`src/hw/rtl/round_robin_vc_allocator_defines.svh`:
```
// assertion macros shared by the allocator rtl
`ifndef ROUND_ROBIN_VC_ALLOCATOR_DEFINES_SVH
`define ROUND_ROBIN_VC_ALLOCATOR_DEFINES_SVH
`ifndef SYNTHESIS
// checked while out of reset
`define RRVA_ASSERT(lbl, prop, msg) \
  lbl: assert property (@(posedge clk_i) disable iff (!rst_ni) prop) else $error(msg);
// checked on every edge, reset included
`define RRVA_ASSERT_ALWAYS(lbl, prop, msg) \
  lbl: assert property (@(posedge clk_i) prop) else $error(msg);
`else
`define RRVA_ASSERT(lbl, prop, msg)
`define RRVA_ASSERT_ALWAYS(lbl, prop, msg)
`endif
`endif

```
`src/hw/rtl/rrva_pkg.sv`:
```
package rrva_pkg;

  localparam int ActW      = 2;
  localparam int PortW     = 3;
  localparam int VnW       = 1;
  localparam int VcW       = 2;
  localparam int DestW     = 3;
  localparam int CfgIdxW   = 3;
  localparam int CfgDataW  = 8;
  localparam int PortsCfgW = 4;
  localparam int VnsCfgW   = 2;
  localparam int VcsCfgW   = 3;
  localparam int MaskW     = 8;

  localparam int MaxResults = 8;
  localparam int ResCntW    = 4;

  typedef enum logic [ActW-1:0] {
    ACT_REQUEST = 2'd0,
    ACT_RELEASE = 2'd1,
    ACT_ROUND   = 2'd2
  } action_e;

  typedef enum logic [CfgIdxW-1:0] {
    CFG_PORTS    = 3'd0,
    CFG_VNS      = 3'd1,
    CFG_VCS      = 3'd2,
    CFG_PRESENT  = 3'd3,
    CFG_ENDPOINT = 3'd4,
    CFG_WRAP     = 3'd5
  } cfg_idx_e;

  typedef struct packed {
    logic             grant_valid;
    logic [PortW-1:0] granted_port;
    logic [VnW-1:0]   granted_vn;
    logic [VcW-1:0]   granted_src_vc;
    logic [DestW-1:0] granted_out_port;
    logic [VcW-1:0]   granted_out_vc;
    logic             route_error;
    logic             last_of_round;
  } res_t;

endpackage

```
`src/hw/rtl/rrva_src_scan.sv`:
```
module rrva_src_scan #(
  parameter int MaxVns = 2,
  parameter int MaxVcs = 4
) (
  input  logic [MaxVns*MaxVcs-1:0]                       pend_i,
  input  logic [$clog2(MaxVns+1)-1:0]                    nv_i,
  input  logic [$clog2(MaxVcs+1)-1:0]                    nc_i,
  input  logic [((MaxVns > 1) ? $clog2(MaxVns) : 1)-1:0] vn_ptr_i,
  input  logic [((MaxVcs > 1) ? $clog2(MaxVcs) : 1)-1:0] vc_ptr_i,
  output logic                                           found_o,
  output logic [((MaxVns > 1) ? $clog2(MaxVns) : 1)-1:0] vn_o,
  output logic [((MaxVcs > 1) ? $clog2(MaxVcs) : 1)-1:0] vc_o
);

  localparam int VNW = (MaxVns > 1) ? $clog2(MaxVns) : 1;
  localparam int VCW = (MaxVcs > 1) ? $clog2(MaxVcs) : 1;

  // rotating scan: vns from vn_ptr, inside each vn vcs from vc_ptr
  always_comb begin
    found_o = 1'b0;
    vn_o    = '0;
    vc_o    = '0;
    for (int a = MaxVns - 1; a >= 0; a--) begin
      for (int b = MaxVcs - 1; b >= 0; b--) begin
        int v;
        int c;
        v = int'(vn_ptr_i) + a;
        if (v >= int'(nv_i)) v = v - int'(nv_i);
        c = int'(vc_ptr_i) + b;
        if (c >= int'(nc_i)) c = c - int'(nc_i);
        if ((a < int'(nv_i)) && (b < int'(nc_i)) && pend_i[v*MaxVcs + c]) begin
          found_o = 1'b1;
          vn_o    = VNW'(v);
          vc_o    = VCW'(c);
        end
      end
    end
  end

endmodule

```
`src/hw/rtl/round_robin_vc_allocator.sv`:
```
// round-robin virtual-channel allocator
// input channel (in_valid_i/in_ready_o) takes one transaction per action:
//   request posts a head flit of an input vc with its routed output port,
//   release frees an output vc, round runs one allocation pass
// requests and releases give no result
// a round first reduces the pointers to the counts in use (one subtract per
// cycle while a pointer is out of range), then visits the ports in turn
// through one shared scan and pick unit: a port with nothing pending is left
// from the scan state, a port with a pending head flit goes on to a decide
// state (the routed port comes from a memory with registered read), and the
// decide state holds while an output stall blocks the next result
// each round gives 1 to 8 results on the output channel, the last one
// flagged with last_of_round; an empty round gives one result, zero but
// for that flag; in_ready_o is high only between rounds
// a result waits in an output register while the receiver stalls; the round
// holds before pushing the next result until that register is free
// reset clears all pending requests, marks all output vcs idle, zeroes the
// pointers and loads the register defaults (8 ports, 2 vns, 4 vcs, all
// ports present, no endpoint or wrap-around ports)
`include "round_robin_vc_allocator_defines.svh"

module round_robin_vc_allocator #(
  parameter int MaxPorts = 8,
  parameter int MaxVns   = 2,
  parameter int MaxVcs   = 4
) (
  input  logic                          clk_i,
  input  logic                          rst_ni,
  input  logic                          in_valid_i,
  output logic                          in_ready_o,
  input  logic [rrva_pkg::ActW-1:0]     action_i,
  input  logic [rrva_pkg::PortW-1:0]    port_i,
  input  logic [rrva_pkg::VnW-1:0]      vnet_i,
  input  logic [rrva_pkg::VcW-1:0]      chan_i,
  input  logic [rrva_pkg::DestW-1:0]    dest_port_i,
  output logic                          out_valid_o,
  input  logic                          out_ready_i,
  output logic                          grant_valid_o,
  output logic [rrva_pkg::PortW-1:0]    granted_port_o,
  output logic [rrva_pkg::VnW-1:0]      granted_vn_o,
  output logic [rrva_pkg::VcW-1:0]      granted_src_vc_o,
  output logic [rrva_pkg::DestW-1:0]    granted_out_port_o,
  output logic [rrva_pkg::VcW-1:0]      granted_out_vc_o,
  output logic                          route_error_o,
  output logic                          last_of_round_o,
  input  logic                          cfg_we_i,
  input  logic [rrva_pkg::CfgIdxW-1:0]  cfg_index_i,
  input  logic [rrva_pkg::CfgDataW-1:0] cfg_data_i
);
  import rrva_pkg::*;

  localparam int PW      = $clog2(MaxPorts);
  localparam int VNW     = (MaxVns > 1) ? $clog2(MaxVns) : 1;
  localparam int VCW     = (MaxVcs > 1) ? $clog2(MaxVcs) : 1;
  localparam int NPW     = $clog2(MaxPorts + 1);
  localparam int NVW     = $clog2(MaxVns + 1);
  localparam int NCW     = $clog2(MaxVcs + 1);
  localparam int RowW    = MaxVns * MaxVcs;
  localparam int Entries = MaxPorts * RowW;
  localparam int EW      = $clog2(Entries);

  localparam logic [2:0] S_IDLE   = 3'd0;
  localparam logic [2:0] S_NORM   = 3'd1;
  localparam logic [2:0] S_SCAN   = 3'd2;
  localparam logic [2:0] S_DECIDE = 3'd3;
  localparam logic [2:0] S_FINISH = 3'd4;

  function automatic logic [EW-1:0] slot_f(input int p, input int v, input int c);
    return EW'((p * MaxVns + v) * MaxVcs + c);
  endfunction

  function automatic logic port_bit_f(input logic [MaskW-1:0] mask, input int p);
    return (p < MaskW) && mask[3'(p)];
  endfunction

  // configuration
  logic [PortsCfgW-1:0] ports_q;
  logic [VnsCfgW-1:0]   vns_q;
  logic [VcsCfgW-1:0]   vcs_q;
  logic [MaskW-1:0]     present_q, endpoint_q, wrap_q;

  // control
  logic [2:0]         state_q, state_d;
  logic [PW-1:0]      pptr_q, pptr_d;
  logic [VNW-1:0]     vptr_q, vptr_d;
  logic [VCW-1:0]     sptr_q, sptr_d;
  logic [VCW-1:0]     dptr_q, dptr_d;
  logic [PW-1:0]      cur_q, cur_d;
  logic [PW-1:0]      idx_q, idx_d;
  logic [ResCntW-1:0] rcnt_q, rcnt_d;
  logic               held_valid_q, held_valid_d;
  logic               out_valid_q, out_valid_d;

  // payload
  logic [VNW-1:0]   svn_q, svn_d;
  logic [VCW-1:0]   svc_q, svc_d;
  res_t             held_q, held_d;
  res_t             out_q, out_d;
  logic [DestW-1:0] rd_q;
  logic [DestW-1:0] dest_mem [Entries];

  logic [Entries-1:0] pend_q;
  logic [Entries-1:0] busy_q;

  logic [NPW-1:0] np;
  logic [NVW-1:0] nv;
  logic [NCW-1:0] nc;

  assign np = (ports_q == '0) ? NPW'(1) :
              ((int'(ports_q) > MaxPorts) ? NPW'(MaxPorts) : NPW'(ports_q));
  assign nv = (vns_q == '0) ? NVW'(1) :
              ((int'(vns_q) > MaxVns) ? NVW'(MaxVns) : NVW'(vns_q));
  assign nc = (vcs_q == '0) ? NCW'(1) :
              ((int'(vcs_q) > MaxVcs) ? NCW'(MaxVcs) : NCW'(vcs_q));

  // input side
  logic    in_acc;
  logic    in_inside;
  logic    req_we, rel_we;
  logic [EW-1:0] in_slot;

  assign in_ready_o = (state_q == S_IDLE);
  assign in_acc     = in_valid_i && in_ready_o;
  assign in_inside  = (int'(port_i) < MaxPorts) && (int'(vnet_i) < MaxVns) &&
                      (int'(chan_i) < MaxVcs);
  assign in_slot    = slot_f(int'(port_i), int'(vnet_i), int'(chan_i));
  assign req_we     = in_acc && (action_i == ACT_REQUEST) && in_inside;
  assign rel_we     = in_acc && (action_i == ACT_RELEASE) && in_inside;

  // source scan of the visited port
  logic [RowW-1:0] pend_row;
  logic            scan_found;
  logic [VNW-1:0]  scan_vn;
  logic [VCW-1:0]  scan_vc;
  logic            cur_present;
  logic [EW-1:0]   rd_addr;

  always_comb begin
    for (int k = 0; k < RowW; k++) begin
      pend_row[k] = pend_q[EW'(int'(cur_q) * RowW + k)];
    end
  end

  rrva_src_scan #(
    .MaxVns(MaxVns),
    .MaxVcs(MaxVcs)
  ) u_src_scan (
    .pend_i  (pend_row),
    .nv_i    (nv),
    .nc_i    (nc),
    .vn_ptr_i(vptr_q),
    .vc_ptr_i(sptr_q),
    .found_o (scan_found),
    .vn_o    (scan_vn),
    .vc_o    (scan_vc)
  );

  assign cur_present = port_bit_f(present_q, int'(cur_q));
  assign rd_addr     = slot_f(int'(cur_q), int'(scan_vn), int'(scan_vc));

  // output vc pick for the routed port
  logic            dp_bad;
  logic [PW-1:0]   dpi;
  logic [MaxVcs-1:0] brow;
  logic            rr_found;
  logic [VCW-1:0]  rr_vc;
  logic            gfound;
  logic [VCW-1:0]  govc;
  logic [VCW-1:0]  top_vc;
  logic [EW-1:0]   gidx;
  logic [EW-1:0]   src_idx;

  assign dp_bad = (int'(rd_q) >= int'(np)) || !port_bit_f(present_q, int'(rd_q));
  assign dpi    = dp_bad ? '0 : PW'(rd_q);
  assign top_vc = VCW'(int'(nc) - 1);

  always_comb begin
    for (int c = 0; c < MaxVcs; c++) begin
      brow[c] = busy_q[slot_f(int'(dpi), int'(svn_q), c)];
    end
  end

  always_comb begin
    rr_found = 1'b0;
    rr_vc    = '0;
    for (int b = MaxVcs - 1; b >= 0; b--) begin
      int c;
      c = int'(dptr_q) + b;
      if (c >= int'(nc)) c = c - int'(nc);
      if ((b < int'(nc)) && (c >= int'(svc_q)) && !brow[c]) begin
        rr_found = 1'b1;
        rr_vc    = VCW'(c);
      end
    end
  end

  always_comb begin
    priority if (endpoint_q[rd_q]) begin
      gfound = !brow[0];
      govc   = '0;
    end else if ((int'(nc) > 1) && wrap_q[rd_q]) begin
      gfound = !brow[top_vc];
      govc   = top_vc;
    end else begin
      gfound = rr_found;
      govc   = rr_vc;
    end
  end

  assign gidx    = slot_f(int'(dpi), int'(svn_q), int'(govc));
  assign src_idx = slot_f(int'(cur_q), int'(svn_q), int'(svc_q));

  // result of the decide step
  logic emit;
  logic log_res;
  logic out_free;
  logic stall;
  logic grant_now;
  logic clr_pend;
  logic adv;
  logic last_port;
  logic ptr_norm;
  res_t res;

  assign emit      = dp_bad || gfound;
  assign log_res   = emit && (int'(rcnt_q) < MaxResults);
  assign out_free  = !out_valid_q || out_ready_i;
  assign stall     = log_res && held_valid_q && !out_free;
  assign clr_pend  = (state_q == S_DECIDE) && !stall && emit;
  assign grant_now = clr_pend && !dp_bad;
  assign adv       = ((state_q == S_SCAN) && !(cur_present && scan_found)) ||
                     ((state_q == S_DECIDE) && !stall);
  assign last_port = (int'(idx_q) == int'(np) - 1);
  assign ptr_norm  = (int'(pptr_q) < int'(np)) && (int'(vptr_q) < int'(nv)) &&
                     (int'(sptr_q) < int'(nc)) && (int'(dptr_q) < int'(nc));

  always_comb begin
    res.grant_valid      = !dp_bad;
    res.granted_port     = PortW'(cur_q);
    res.granted_vn       = VnW'(svn_q);
    res.granted_src_vc   = VcW'(svc_q);
    res.granted_out_port = rd_q;
    res.granted_out_vc   = dp_bad ? '0 : VcW'(govc);
    res.route_error      = dp_bad;
    res.last_of_round    = 1'b0;
  end

  // sequencer
  always_comb begin
    state_d      = state_q;
    pptr_d       = pptr_q;
    vptr_d       = vptr_q;
    sptr_d       = sptr_q;
    dptr_d       = dptr_q;
    cur_d        = cur_q;
    idx_d        = idx_q;
    rcnt_d       = rcnt_q;
    held_valid_d = held_valid_q;
    held_d       = held_q;
    svn_d        = svn_q;
    svc_d        = svc_q;
    out_valid_d  = out_valid_q && !out_ready_i;
    out_d        = out_q;

    unique case (state_q)
      S_IDLE: begin
        if (in_acc && (action_i == ACT_ROUND)) begin
          state_d = S_NORM;
        end
      end
      S_NORM: begin
        if (ptr_norm) begin
          cur_d   = pptr_q;
          idx_d   = '0;
          rcnt_d  = '0;
          state_d = S_SCAN;
        end else begin
          if (int'(pptr_q) >= int'(np)) pptr_d = pptr_q - PW'(np);
          if (int'(vptr_q) >= int'(nv)) vptr_d = vptr_q - VNW'(nv);
          if (int'(sptr_q) >= int'(nc)) sptr_d = sptr_q - VCW'(nc);
          if (int'(dptr_q) >= int'(nc)) dptr_d = dptr_q - VCW'(nc);
        end
      end
      S_SCAN: begin
        if (cur_present && scan_found) begin
          svn_d   = scan_vn;
          svc_d   = scan_vc;
          state_d = S_DECIDE;
        end
      end
      S_DECIDE: begin
        if (log_res && !stall) begin
          if (held_valid_q) begin
            out_d       = held_q;
            out_valid_d = 1'b1;
          end
          held_d       = res;
          held_valid_d = 1'b1;
          rcnt_d       = rcnt_q + 1'b1;
        end
      end
      S_FINISH: begin
        if (out_free) begin
          out_d               = held_valid_q ? held_q : '0;
          out_d.last_of_round = 1'b1;
          out_valid_d         = 1'b1;
          held_valid_d        = 1'b0;
          pptr_d  = (int'(pptr_q) + 1 == int'(np)) ? '0 : pptr_q + 1'b1;
          vptr_d  = (int'(vptr_q) + 1 == int'(nv)) ? '0 : vptr_q + 1'b1;
          sptr_d  = (int'(sptr_q) + 1 == int'(nc)) ? '0 : sptr_q + 1'b1;
          dptr_d  = (int'(dptr_q) + 1 == int'(nc)) ? '0 : dptr_q + 1'b1;
          state_d = S_IDLE;
        end
      end
      default: state_d = S_IDLE;
    endcase

    if (adv) begin
      if (last_port) begin
        state_d = S_FINISH;
      end else begin
        idx_d   = idx_q + 1'b1;
        cur_d   = (int'(cur_q) + 1 == int'(np)) ? '0 : cur_q + 1'b1;
        state_d = S_SCAN;
      end
    end
  end

  always_ff @(posedge clk_i or negedge rst_ni) begin
    if (!rst_ni) begin
      ports_q      <= PortsCfgW'(8);
      vns_q        <= VnsCfgW'(2);
      vcs_q        <= VcsCfgW'(4);
      present_q    <= '1;
      endpoint_q   <= '0;
      wrap_q       <= '0;
      state_q      <= S_IDLE;
      pptr_q       <= '0;
      vptr_q       <= '0;
      sptr_q       <= '0;
      dptr_q       <= '0;
      cur_q        <= '0;
      idx_q        <= '0;
      rcnt_q       <= '0;
      held_valid_q <= 1'b0;
      out_valid_q  <= 1'b0;
      pend_q       <= '0;
      busy_q       <= '0;
    end else begin
      if (cfg_we_i) begin
        unique case (cfg_index_i)
          CFG_PORTS:    ports_q    <= cfg_data_i[PortsCfgW-1:0];
          CFG_VNS:      vns_q      <= cfg_data_i[VnsCfgW-1:0];
          CFG_VCS:      vcs_q      <= cfg_data_i[VcsCfgW-1:0];
          CFG_PRESENT:  present_q  <= cfg_data_i[MaskW-1:0];
          CFG_ENDPOINT: endpoint_q <= cfg_data_i[MaskW-1:0];
          CFG_WRAP:     wrap_q     <= cfg_data_i[MaskW-1:0];
          default: ;
        endcase
      end
      state_q      <= state_d;
      pptr_q       <= pptr_d;
      vptr_q       <= vptr_d;
      sptr_q       <= sptr_d;
      dptr_q       <= dptr_d;
      cur_q        <= cur_d;
      idx_q        <= idx_d;
      rcnt_q       <= rcnt_d;
      held_valid_q <= held_valid_d;
      out_valid_q  <= out_valid_d;
      if (req_we) pend_q[in_slot] <= 1'b1;
      if (clr_pend) pend_q[src_idx] <= 1'b0;
      if (rel_we) busy_q[in_slot] <= 1'b0;
      if (grant_now) busy_q[gidx] <= 1'b1;
    end
  end

  always_ff @(posedge clk_i) begin
    svn_q  <= svn_d;
    svc_q  <= svc_d;
    held_q <= held_d;
    out_q  <= out_d;
    if (req_we) dest_mem[in_slot] <= dest_port_i;
    if ((state_q == S_SCAN) && cur_present && scan_found) rd_q <= dest_mem[rd_addr];
  end

  assign out_valid_o        = out_valid_q;
  assign grant_valid_o      = out_q.grant_valid;
  assign granted_port_o     = out_q.granted_port;
  assign granted_vn_o       = out_q.granted_vn;
  assign granted_src_vc_o   = out_q.granted_src_vc;
  assign granted_out_port_o = out_q.granted_out_port;
  assign granted_out_vc_o   = out_q.granted_out_vc;
  assign route_error_o      = out_q.route_error;
  assign last_of_round_o    = out_q.last_of_round;

  `RRVA_ASSERT_ALWAYS(a_no_held_in_idle, (held_valid_q |-> (state_q != S_IDLE)), "held result left at idle")
  `RRVA_ASSERT(a_finish_last, ((state_q == S_FINISH) && out_free) |=> (out_valid_q && out_q.last_of_round), "round end without last result")
  `RRVA_ASSERT(a_scan_range, (state_q == S_SCAN) |-> ((int'(cur_q) < int'(np)) && (int'(idx_q) < int'(np))), "port visit out of range")

endmodule

```
`config.mk`:
```
export PLATFORM = sky130hd
export DESIGN_NAME = round_robin_vc_allocator
export DESIGN_NICKNAME = d
export VERILOG_FILES = /design/src/hw/rtl/rrva_pkg.sv /design/src/hw/rtl/rrva_src_scan.sv /design/src/hw/rtl/round_robin_vc_allocator.sv
export VERILOG_INCLUDE_DIRS = /design/src /design/src/hw/rtl
export SDC_FILE = /design/constraint.sdc
export NUM_CORES = 1
export LEC_CHECK = 0
export ABC_AREA = 0
export BUFFER_PORTS_ARGS = -buffer_cell sky130_fd_sc_hd__buf_4
export CORE_ASPECT_RATIO = 1.2
export CORE_UTILIZATION = 48
export DETAILED_ROUTE_END_ITERATION = 8
export HOLD_SLACK_MARGIN = 0.15
export SYNTH_ARGS = -nofsm -noshare
export SYNTH_HDL_FRONTEND = slang
export SYNTH_HIERARCHICAL = 1
export SYNTH_SLANG_ARGS = --single-unit
```
`constraint.sdc`:
```
create_clock -name clk_i -period 13.5 [get_ports clk_i]
set_clock_uncertainty 0.05 [all_clocks]
set_input_delay 3.375 -clock clk_i [delete_from_list [all_inputs] [get_ports clk_i]]
set_output_delay 3.375 -clock clk_i [all_outputs]
set_load 0.02 [all_outputs]
```
==> flow_summary.yaml, run 1 <==
run_status:
  outcome: "complete, no violations"
clocking:
  root_buffer: "clkbuf_16"
  clkTransAtPathRegs_ps: 60
  cts_buffers: 42
  post_cts_buffers: 0
  clock-sinks: 408
  clk_latency_ps: 590
  cts_tree: "yes"
  cts.repair.resized: 0
  cts_hold_buf: 0
  cts_buffer_depth: 3
  htree_levels: 2
pwr:
  pwr-share-seq_pct: 27.1
  peakVddDrop_mv: 0.365
  power_switching_mw: 2.50
  p_clk_share_pct: 19.4
  p_leak_nw: 8.67
  p_comb_share_pct: 53.5
  powerDensity_mw_per_mm2: 263
  total_power_mw: 6.06
  netSwitchingFraction_pct: 41.3
  internal_power_mw: 3.56
setup_path:
  path_delay_family: "multiplexers"
  critical_path_buf_inv_count: 2
  cp.arrival_ps: 7660
  cp_max_fo: 49
  crit_chain: "nand2b_1 > inv_1 > fa_1 > fa_1 > nor2b_1 > nor3_2 > mux4_2 > mux2i_1 > nor2_1 > o31ai_1 > a211o_1 > o2bb2ai_4 > buf_4 > mux4_2 > mux4_2 > mux4_2"
  cpMaxStageDelayCell: "dfstp_2"
  end_kind: "flip-flop"
  cp-start-kind: "flip-flop"
  required_ps: 13770
  r2r_setup_slack_ps: 6110
  critPathMaxStageDelay_ps: 840
  worst_path_most_repeated_cell: "mux4_2"
  worstSetupPathType: "flip-flop to flip-flop"
floorplan:
  die_area_mm2: 0.0442
  die_x_um: 192
  num_io_pins: 43
  die_height_um: 230
  core_area_mm2: 0.0428
  start_util_pct: 48.6
  rows: 83
synth:
  syn-num-nets: 1749
  synth_top_area_share_pct: 32.5
  yosysUniqueCellTypes: 95
  synthCells: 1659
  synth_edf_count: 225
  synth.avg_cell_area_um2: 12.5
  synth_top_area_cell: "edfxtp_1"
  syn_area_mm2: 0.0208
  dominantRegCellSynth: "edfxtp_1"
  yosys-top-cells-area: "edfxtp_1, dfrtp_1, mux4_2, o21ai_0, nor2_1"
  ys_seq_elements: 408
  seq_area_frac_synth_pct: 54.5
  yosys_warnings: 6
  synth-async-reset-ratio_pct: 44.9
timing:
  finalSetupViolations: 0
  worstMarginPinSlew_ps: 1210
  final-max-slew-violation-count: 0
  rsz0062_at_grt: "false"
  worst_slew_margin_rel_pct: 18.7
  timing.setup.tns_ps: 0
  hold_slack_ps: 449
  max_freq_mhz: 135
  finalHoldViolCount: 0
  finalWorstSetupSlack_ps: 6110
  period_needed_ps: 7390
  fin_crit_sh_pct: 54.7
routing:
  vias_per_cell: 6.29
  drc: 0
  drt_iter0_drc: 1187
  wirelength_um: 59000
  dr.pass1.iters: 7
  wl_per_cell_um: 26.0
  antenna_left: 0
  vias: 14276
cells_and_area:
  fin_area_mm2: 0.0230
  final_nets: 1773
  drive_above_1_share_pct: 18.5
  area_growth_pct: 10.6
  fill_cells: 3644
  layout_commonest_cell: "edfxtp_1"
  mostFrequentLayoutCells: "edfxtp_1, nor2_1, dfrtp_1"
grt:
  grt_pass1_vias: 14691
  gr-usage-all-layers_pct: 27.7
  antenna_found_initial: 1
  grt_max_degree: 78
  grt_pass1_wl_um: 90100
  grt_overflow: 0
placed_design:
  place_ws_ps: 6070
  port_buffers: 42
  dpl-instance-area_mm2: 0.0216
  place_congestion: 0.953
  hpwl_um: 42300
run:
  drv_cap: 0
min_path:
  hold_path_class: "flip-flop to flip-flop"
-- path summary, 6_finish.rpt --
kind	from	end	cells after the start
worst max-delay path	vcs_q[2]	rd_q[1]	16
worst min-delay path	pend_q[56]	pend_q[56]	1
worst max register to register	vcs_q[2]	rd_q[1]	16
min in group asynchronous	rst_ni	busy_q[54]	1
max in group asynchronous	rst_ni	pend_q[45]	3
worst min register to register	pend_q[56]	pend_q[56]	1
-- sequential cells by signal, summed over array words and instances (netlist names), 4 cells and up --
name        cells
dest_mem      192
busy_q         64
pend_q         64
held_q         13
endpoint_q      8
present_q       8
wrap_q          8
ports_q         4
rcnt_q          4
-- cell usage after synthesis, drive strengths merged (8+ instances only) --
master / instances
mux2i: 36
nor3: 18
edfxtp: 225
nor3b: 9
fa: 14
o211ai: 9
o31ai: 25
a2bb2oi: 29
clkbuf: 38
nand2: 91
or3: 8
dfrtp: 172
nand3: 26
and3: 14
buf: 39
nand2b: 24
mux4: 87
xnor2: 8
a211oi: 17
a31oi: 19
o21ai: 156
nor2b: 32
inv: 65
o22ai: 10
nand4: 11
dfstp: 11
nor2: 174
xor2: 13
ha: 49
mux2: 46
a21oi: 69
-- power by group through the flow --
stage / Clock [mW] / Sequential (mW) / Combinational (mW)
after CTS: 1.20 / 1.64 / 3.25
after global placement: 0 / 1.66 / 3.19
after floorplan: 0 / 1.62 / 2.41
after global routing: 1.25 / 1.66 / 3.53
after detailed placement: 0 / 1.66 / 3.24
final: 1.18 / 1.64 / 3.25
-- cells by family (layout without fill, tap and decap cells) --
group                    Yosys count  count (layout)  share of synthesized area [%]
AO/OA/AOI/OAI                    402             402                           12.9
AND/OR/NAND/NOR                  450             450                           10.7
flip-flops                       408             408                           54.5
buffers and inverters            144             201                           2.91
multiplexers                     169             169                           13.7
other                              0               1                              0
adder cells (fa/ha/maj)           65              65                           4.39
XOR/XNOR                          21              21                          0.884
-- layout make-up --
type	count	area [µm²]	share of cell area [%]
antenna	1	2.50	0.0109
clock buffer	62	1230	5.34
clock inverter	15	159	0.690
inverter	67	254	1.10
multi-input combinational	1107	8890	38.6
sequential	408	11400	49.3
tap	552	691	3.00
timing repair buffer	57	434	1.89
-- worst register-to-register path: cells and delay by family, from the launching register on --
kind                     cells  cell delay [ps]
multiplexers                 5             2570
buffers and inverters        2             1100
AND/OR/NAND/NOR              4             1030
adder cells (fa/ha/maj)      2              960
flip-flops                   1              840
AO/OA/AOI/OAI                3              580
-- through the flow --
stage | util [%] | cells
2_1_floorplan | - | 1659
3_3_place_gp | 50.5 | 2191
3_5_place_dp | 50.5 | 2191
4_1_cts | 53.8 | 2268
5_1_grt | 53.8 | 2269
6_report | 53.8 | 2269
-- per-layer routing --
layer | global-route usage [%] | vias up | part of all wire, %
met3 | 4.08 | 139 | 5.4
met4 | 10.9 | 0 | 4.1
met2 | 48.3 | 543 | 51
li1 | - | 6337 | -
met1 | 34.3 | 7257 | 39
met5 | 0 | - | 0
(Power assumes the default switching activity.)
==> run 2, diff against run 1 <==
- ABC_AREA: 0 -> 1
- PLACE_DENSITY: not set -> 0.66
- clock period: 13.5 -> 6.4 ns (I/O delays scaled with it)
==> run 2 against run 1 <==
  * Cell area is 6.5% higher
  * Area after synthesis rose by 5.9%
  * First-iteration DRC count increased by 48%
  * Worst setup slack got worse by 5600 ps
  * Critical endpoint is now rd_q[2]
==> flow_summary.yaml, run 2 <==
run_status:
  outcome: "complete, no violations"
clocking:
  cts.repair.resized: 0
  clock-sinks: 408
  clkTransAtPathRegs_ps: 60
  cts_buffer_depth: 3
  root_buffer: "clkbuf_16"
  post_cts_buffers: 0
  cts_hold_buf: 0
  cts_buffers: 43
  clk_latency_ps: 600
  htree_levels: 2
  cts_tree: "yes"
routing:
  vias_per_cell: 5.81
  wirelength_um: 68800
  drt_iter0_drc: 1759
  vias: 18702
  antenna_left: 0
  wl_per_cell_um: 21.4
  drc: 0
  dr.pass1.iters: 7
setup_path:
  crit_chain: "inv_1 > ha_1 > inv_1 > fa_1 > fa_1 > nand2_4 > nand2_1 > o21ai_2 > nand3_1 > nand3_1 > o211ai_2 > nand2_1 > nor2_2 > o21ai_2 > inv_1 > o211ai_1 > a21oi_1 > or4_1"
  worstSetupPathType: "flip-flop to flip-flop"
  r2r_cells: 18
  timing.rr.start: "sptr_q[1]"
  path_delay_family: "compound AO/OA/AOI/OAI gates"
  r2r_setup_slack_ps: 530
  end_kind: "flip-flop"
  critPathMaxStageDelay_ps: 710
  cp_max_fo: 14
  r2r-end: "rd_q[2]"
  cp.arrival_ps: 6150
  worst_path_most_repeated_cell: "inv_1"
  critical_path_buf_inv_count: 3
  cp-start-kind: "flip-flop"
  required_ps: 6680
  cpMaxStageDelayCell: "o21ai_2"
grt:
  grt_max_degree: 103
  grt_pass1_vias: 18244
  antenna_found_initial: 3
  gr-usage-all-layers_pct: 30.2
  grt_overflow: 0
  grtUsageMet1_pct: 36.8
  grt_use_met2_pct: 48.9
  grt_util_met3_pct: 5.36
  grt_pass1_wl_um: 107000
  top_usage_layer: "met2"
timing:
  finalHoldViolCount: 0
  hold_slack_ps: 429
  rsz0062_at_grt: "false"
  period_needed_ps: 5870
  max_freq_mhz: 170
  worstMarginPinSlew_ps: 970
  final-max-slew-violation-count: 0
  finalSetupViolations: 0
  finalWorstSetupSlack_ps: 532
  worst_slew_margin_rel_pct: 35.3
  fin_crit_sh_pct: 91.7
  timing.setup.tns_ps: 0
min_path:
  hold_path_depth: 2
  min_from: "endpoint_q[1]"
  hold_path_class: "flip-flop to flip-flop"
  hold_end: "endpoint_q[1]"
synth:
  synth_top_area_cell: "edfxtp_1"
  yosys_warnings: 6
  synth_edf_count: 225
  seq_area_frac_synth_pct: 51.5
  synth-async-reset-ratio_pct: 44.9
  syn-num-nets: 2641
  synth_top_area_share_pct: 30.6
  syn_area_mm2: 0.0220
  dominantRegCellSynth: "edfxtp_1"
  synthCells: 2551
  ys_seq_elements: 408
  yosysUniqueCellTypes: 59
  yosysMostFrequentCell: "nor2_1"
  synthTopCellsByCount: "nor2_1, nand2_1, inv_1"
  synth.avg_cell_area_um2: 8.64
  yosys-top-cells-area: "edfxtp_1, dfrtp_1, nor2_1, nand2_1, o21ai_0"
cells_and_area:
  layout_commonest_cell: "nor2_1"
  largest_reg_flops: 192
  mostFrequentLayoutCells: "nor2_1, nand2_1, inv_1"
  top_regs: "dest_mem (192), busy_q (64), pend_q (64)"
  fin_area_mm2: 0.0245
  regMostFlops: "dest_mem"
  fill_cells: 4169
  drive_above_1_share_pct: 8.93
  multi_input_area_mm2: 0.00921
  regArea_mm2: 0.0113
  final_nets: 2665
  area_growth_pct: 11.2
floorplan:
  num_io_pins: 43
  die_area_mm2: 0.0468
  start_util_pct: 48.9
  die_height_um: 237
  die_x_um: 198
  rows: 85
  core_area_mm2: 0.0451
placed_design:
  hpwl_um: 49300
  dpl-instance-area_mm2: 0.0230
  port_buffers: 42
  place_congestion: 1.02
  place_ws_ps: 653
run:
  drv_cap: 0
-- run 2: cell families (layout without fill, tap and decap cells) --
group	Yosys count	in the layout	share of synthesized area [%]
compound gates	480	480	12.9
xor+xnor	20	20	0.829
fa+ha+maj	63	63	4.05
buf+inv	380	439	6.82
flops	408	408	51.5
mux	24	24	1.09
other cells	0	2	0
simple gates	1176	1176	22.9
-- run 2: worst register-to-register path, cell delays in order (launching register included) --
cell      delay [ps]
dfrtp_1          490
inv_1            230
ha_1             430
inv_1            150
fa_1             420
fa_1             440
nand2_4          140
nand2_1           70
o21ai_2          110
nand3_1          150
nand3_1          120
o211ai_2         140
nand2_1          130
nor2_2            60
o21ai_2          710
inv_1            610
o211ai_1         430
a21oi_1          160
or4_1            540
-- run 2: routing by layer --
metal  vias to the layer above  part of all wire (%)
met1                      8976                    38
met3                       214                   7.6
li1                       8645                     -
met5                         -                 0.017
met4                         2                   7.4
met2                       865                    47
-- run 2: metrics by stage --
| stage | util [%] | std cells |
|---|---|---|
| global route | 54.4 | 3219 |
| CTS | 54.4 | 3219 |
| floorplan | - | 2551 |
| global placement | 51.1 | 3139 |
| detailed placement | 51.1 | 3139 |
| finish | 54.4 | 3221 |
-- run 2: layout make-up --
cell class / instances / share of cell area (%)
clock buffer: 54 / 4.64
timing repair buffer: 79 / 2.75
antenna: 2 / 0.0204
clock inverter: 26 / 1.37
inverter: 280 / 4.29
multi-input combinational: 1763 / 37.5
sequential: 408 / 46.3
tap: 609 / 3.11
-- run 2: worst max path at each step --
stage	from	to	slack [ps]	cells after the start
floorplan	vcs_q[2]	rd_q[1]	1410	28
global placement	vcs_q[2]	rd_q[2]	660	25
detailed placement	sptr_q[1]	rd_q[2]	650	18
CTS	sptr_q[1]	rd_q[2]	620	18
global route	vcs_q[2]	busy_q[60]	160	27
finish	sptr_q[1]	rd_q[2]	530	18
Power of run 2 is not shown: default switching activity piles up to over one toggle a cycle in this logic, so the estimate is an artifact.
==> run 3, diff against run 2 <==
- BUFFER_PORTS_ARGS: -buffer_cell sky130_fd_sc_hd__buf_4 -> -buffer_cell sky130_fd_sc_hd__buf_2
==> run 3 against run 2 <==
  * Hold slack improved by 5.3 ps
  * Critical path depth rose by 7
  * Utilization fell by 0.26 points
  * Worst setup slack got worse by 7.9 ps
  * Register-to-register slack barely moved
  * Critical path type unchanged
  * Highest routed layer unchanged
  * Die area did not move
  * Via count fell by 0.37%
  * Flip-flop and latch count did not move
  * Cell area fell by 0.47%
==> flow_summary.yaml, run 3 (same netlist as run 2, synthesis figures left out) <==
timing:
  timing.setup.tns_ps: 0
  max_freq_mhz: 170
  worstMarginPinSlew_ps: 1210
  fin_crit_sh_pct: 91.8
  final-max-slew-violation-count: 0
  finalSetupViolations: 0
  period_needed_ps: 5880
  rsz0062_at_grt: "false"
  finalHoldViolCount: 0
  worst_slew_margin_rel_pct: 19.2
routing:
  dr.pass1.iters: 8
  wl_per_cell_um: 21.3
  vias_per_cell: 5.79
  antenna_left: 0
  wirelength_um: 68500
  drc: 0
  vias: 18633
  drt_iter0_drc: 1864
placed_design:
  port_buffers: 42
  placed_cells: 3138
  place_congestion: 1.00
  hpwl_um: 49000
clocking:
  clkTransAtPathRegs_ps: 70
  cts_hold_buf: 0
  htree_levels: 2
  clk_latency_ps: 600
  cts_buffer_depth: 3
  cts_buffers: 44
  clock-sinks: 408
  post_cts_buffers: 0
  root_buffer: "clkbuf_16"
  cts.repair.resized: 0
  cts_tree: "yes"
cells_and_area:
  n_antenna_cell: 0
  final_nets: 2665
  top_regs: "dest_mem (192), busy_q (64), pend_q (64)"
  area_growth_pct: 10.7
  drive_above_1_share_pct: 9.35
  regMostFlops: "dest_mem"
  mostFrequentLayoutCells: "nor2_1, nand2_1, inv_1"
  fin_cells: 3219
  largest_reg_flops: 192
  layout_commonest_cell: "nor2_1"
setup_path:
  r2r_cells: 25
  r2r-end: "rd_q[2]"
  timing.rr.start: "vcs_q[2]"
  cp.arrival_ps: 6160
  cp-start-kind: "flip-flop"
  cp_max_fo: 52
  end_kind: "flip-flop"
  r2r_setup_slack_ps: 520
  worstSetupPathType: "flip-flop to flip-flop"
  required_ps: 6690
run:
  drv_cap: 0
floorplan:
  rows: 85
  die_height_um: 237
  die_area_mm2: 0.0468
  core_area_mm2: 0.0451
  start_util_pct: 48.9
  die_x_um: 198
  num_io_pins: 43
min_path:
  min_from: "ports_q[1]"
  hold_path_class: "flip-flop to flip-flop"
  hold_path_depth: 2
  hold_end: "ports_q[1]"
grt:
  grt_pass1_vias: 18164
  grt_pass1_wl_um: 106000
  antenna_found_initial: 2
  grt_overflow: 0
  grt_max_degree: 118
  gr-usage-all-layers_pct: 30.0
run_status:
  outcome: "complete, no violations"
==> run 3: metal layers <==
layer,global-route usage (%),up-vias,part of all wire (%)
li1,-,8655,-
met1,36.5,8903,38
met2,48.7,815,47
met3,4.76,256,6.7
met4,21.3,4,8.0
met5,0,-,0.035
==> run 3: worst max path at each step <==
stage | endpoint | from | cells past startpoint
finish | rd_q[2] | vcs_q[2] | 25
global placement | rd_q[2] | vcs_q[2] | 25
global route | rd_q[2] | vcs_q[2] | 24
CTS | rd_q[2] | vcs_q[2] | 25
detailed placement | rd_q[2] | vcs_q[2] | 25
floorplan | rd_q[1] | vcs_q[2] | 28
==> run 3: worst max-delay path, stage by stage, from the launching register on <==
cell	delay (ps)
dfstp_2	540
inv_2	100
o21ai_0	120
inv_1	200
ha_1	290
fa_1	380
fa_1	470
or2_2	360
nand3_1	100
nand3_1	120
nand3b_1	140
nand3_2	130
nand2_1	90
o21ai_0	80
nor2_1	100
nor2_1	50
o21ai_1	140
nand2_1	110
o21ai_4	90
inv_2	380
buf_4	340
o21ai_0	190
o22ai_1	100
o211ai_1	300
a21oi_1	110
or4_1	520
==> run 3: cell type report <==
| type | instances | area (µm²) |
|---|---|---|
| timing repair buffer | 78 | 539 |
| multi-input combinational | 1763 | 9210 |
| clock buffer | 53 | 1170 |
| fill | 4155 | 20700 |
| sequential | 408 | 11300 |
| inverter | 280 | 1050 |
| tap | 609 | 762 |
| clock inverter | 28 | 323 |
==> run 3: per-stage QoR <==
stage	cell area (µm²)	hold slack (ps)	util, %	worst slack (ps)
after global placement	22900	413	50.8	702
after floorplan	22000	374	-	1410
after detailed placement	22900	422	50.8	660
after global routing	24400	473	54.1	136
after CTS	24400	438	54.1	584
final	24400	434	54.1	524
Power of run 3 is left out for the same reason.
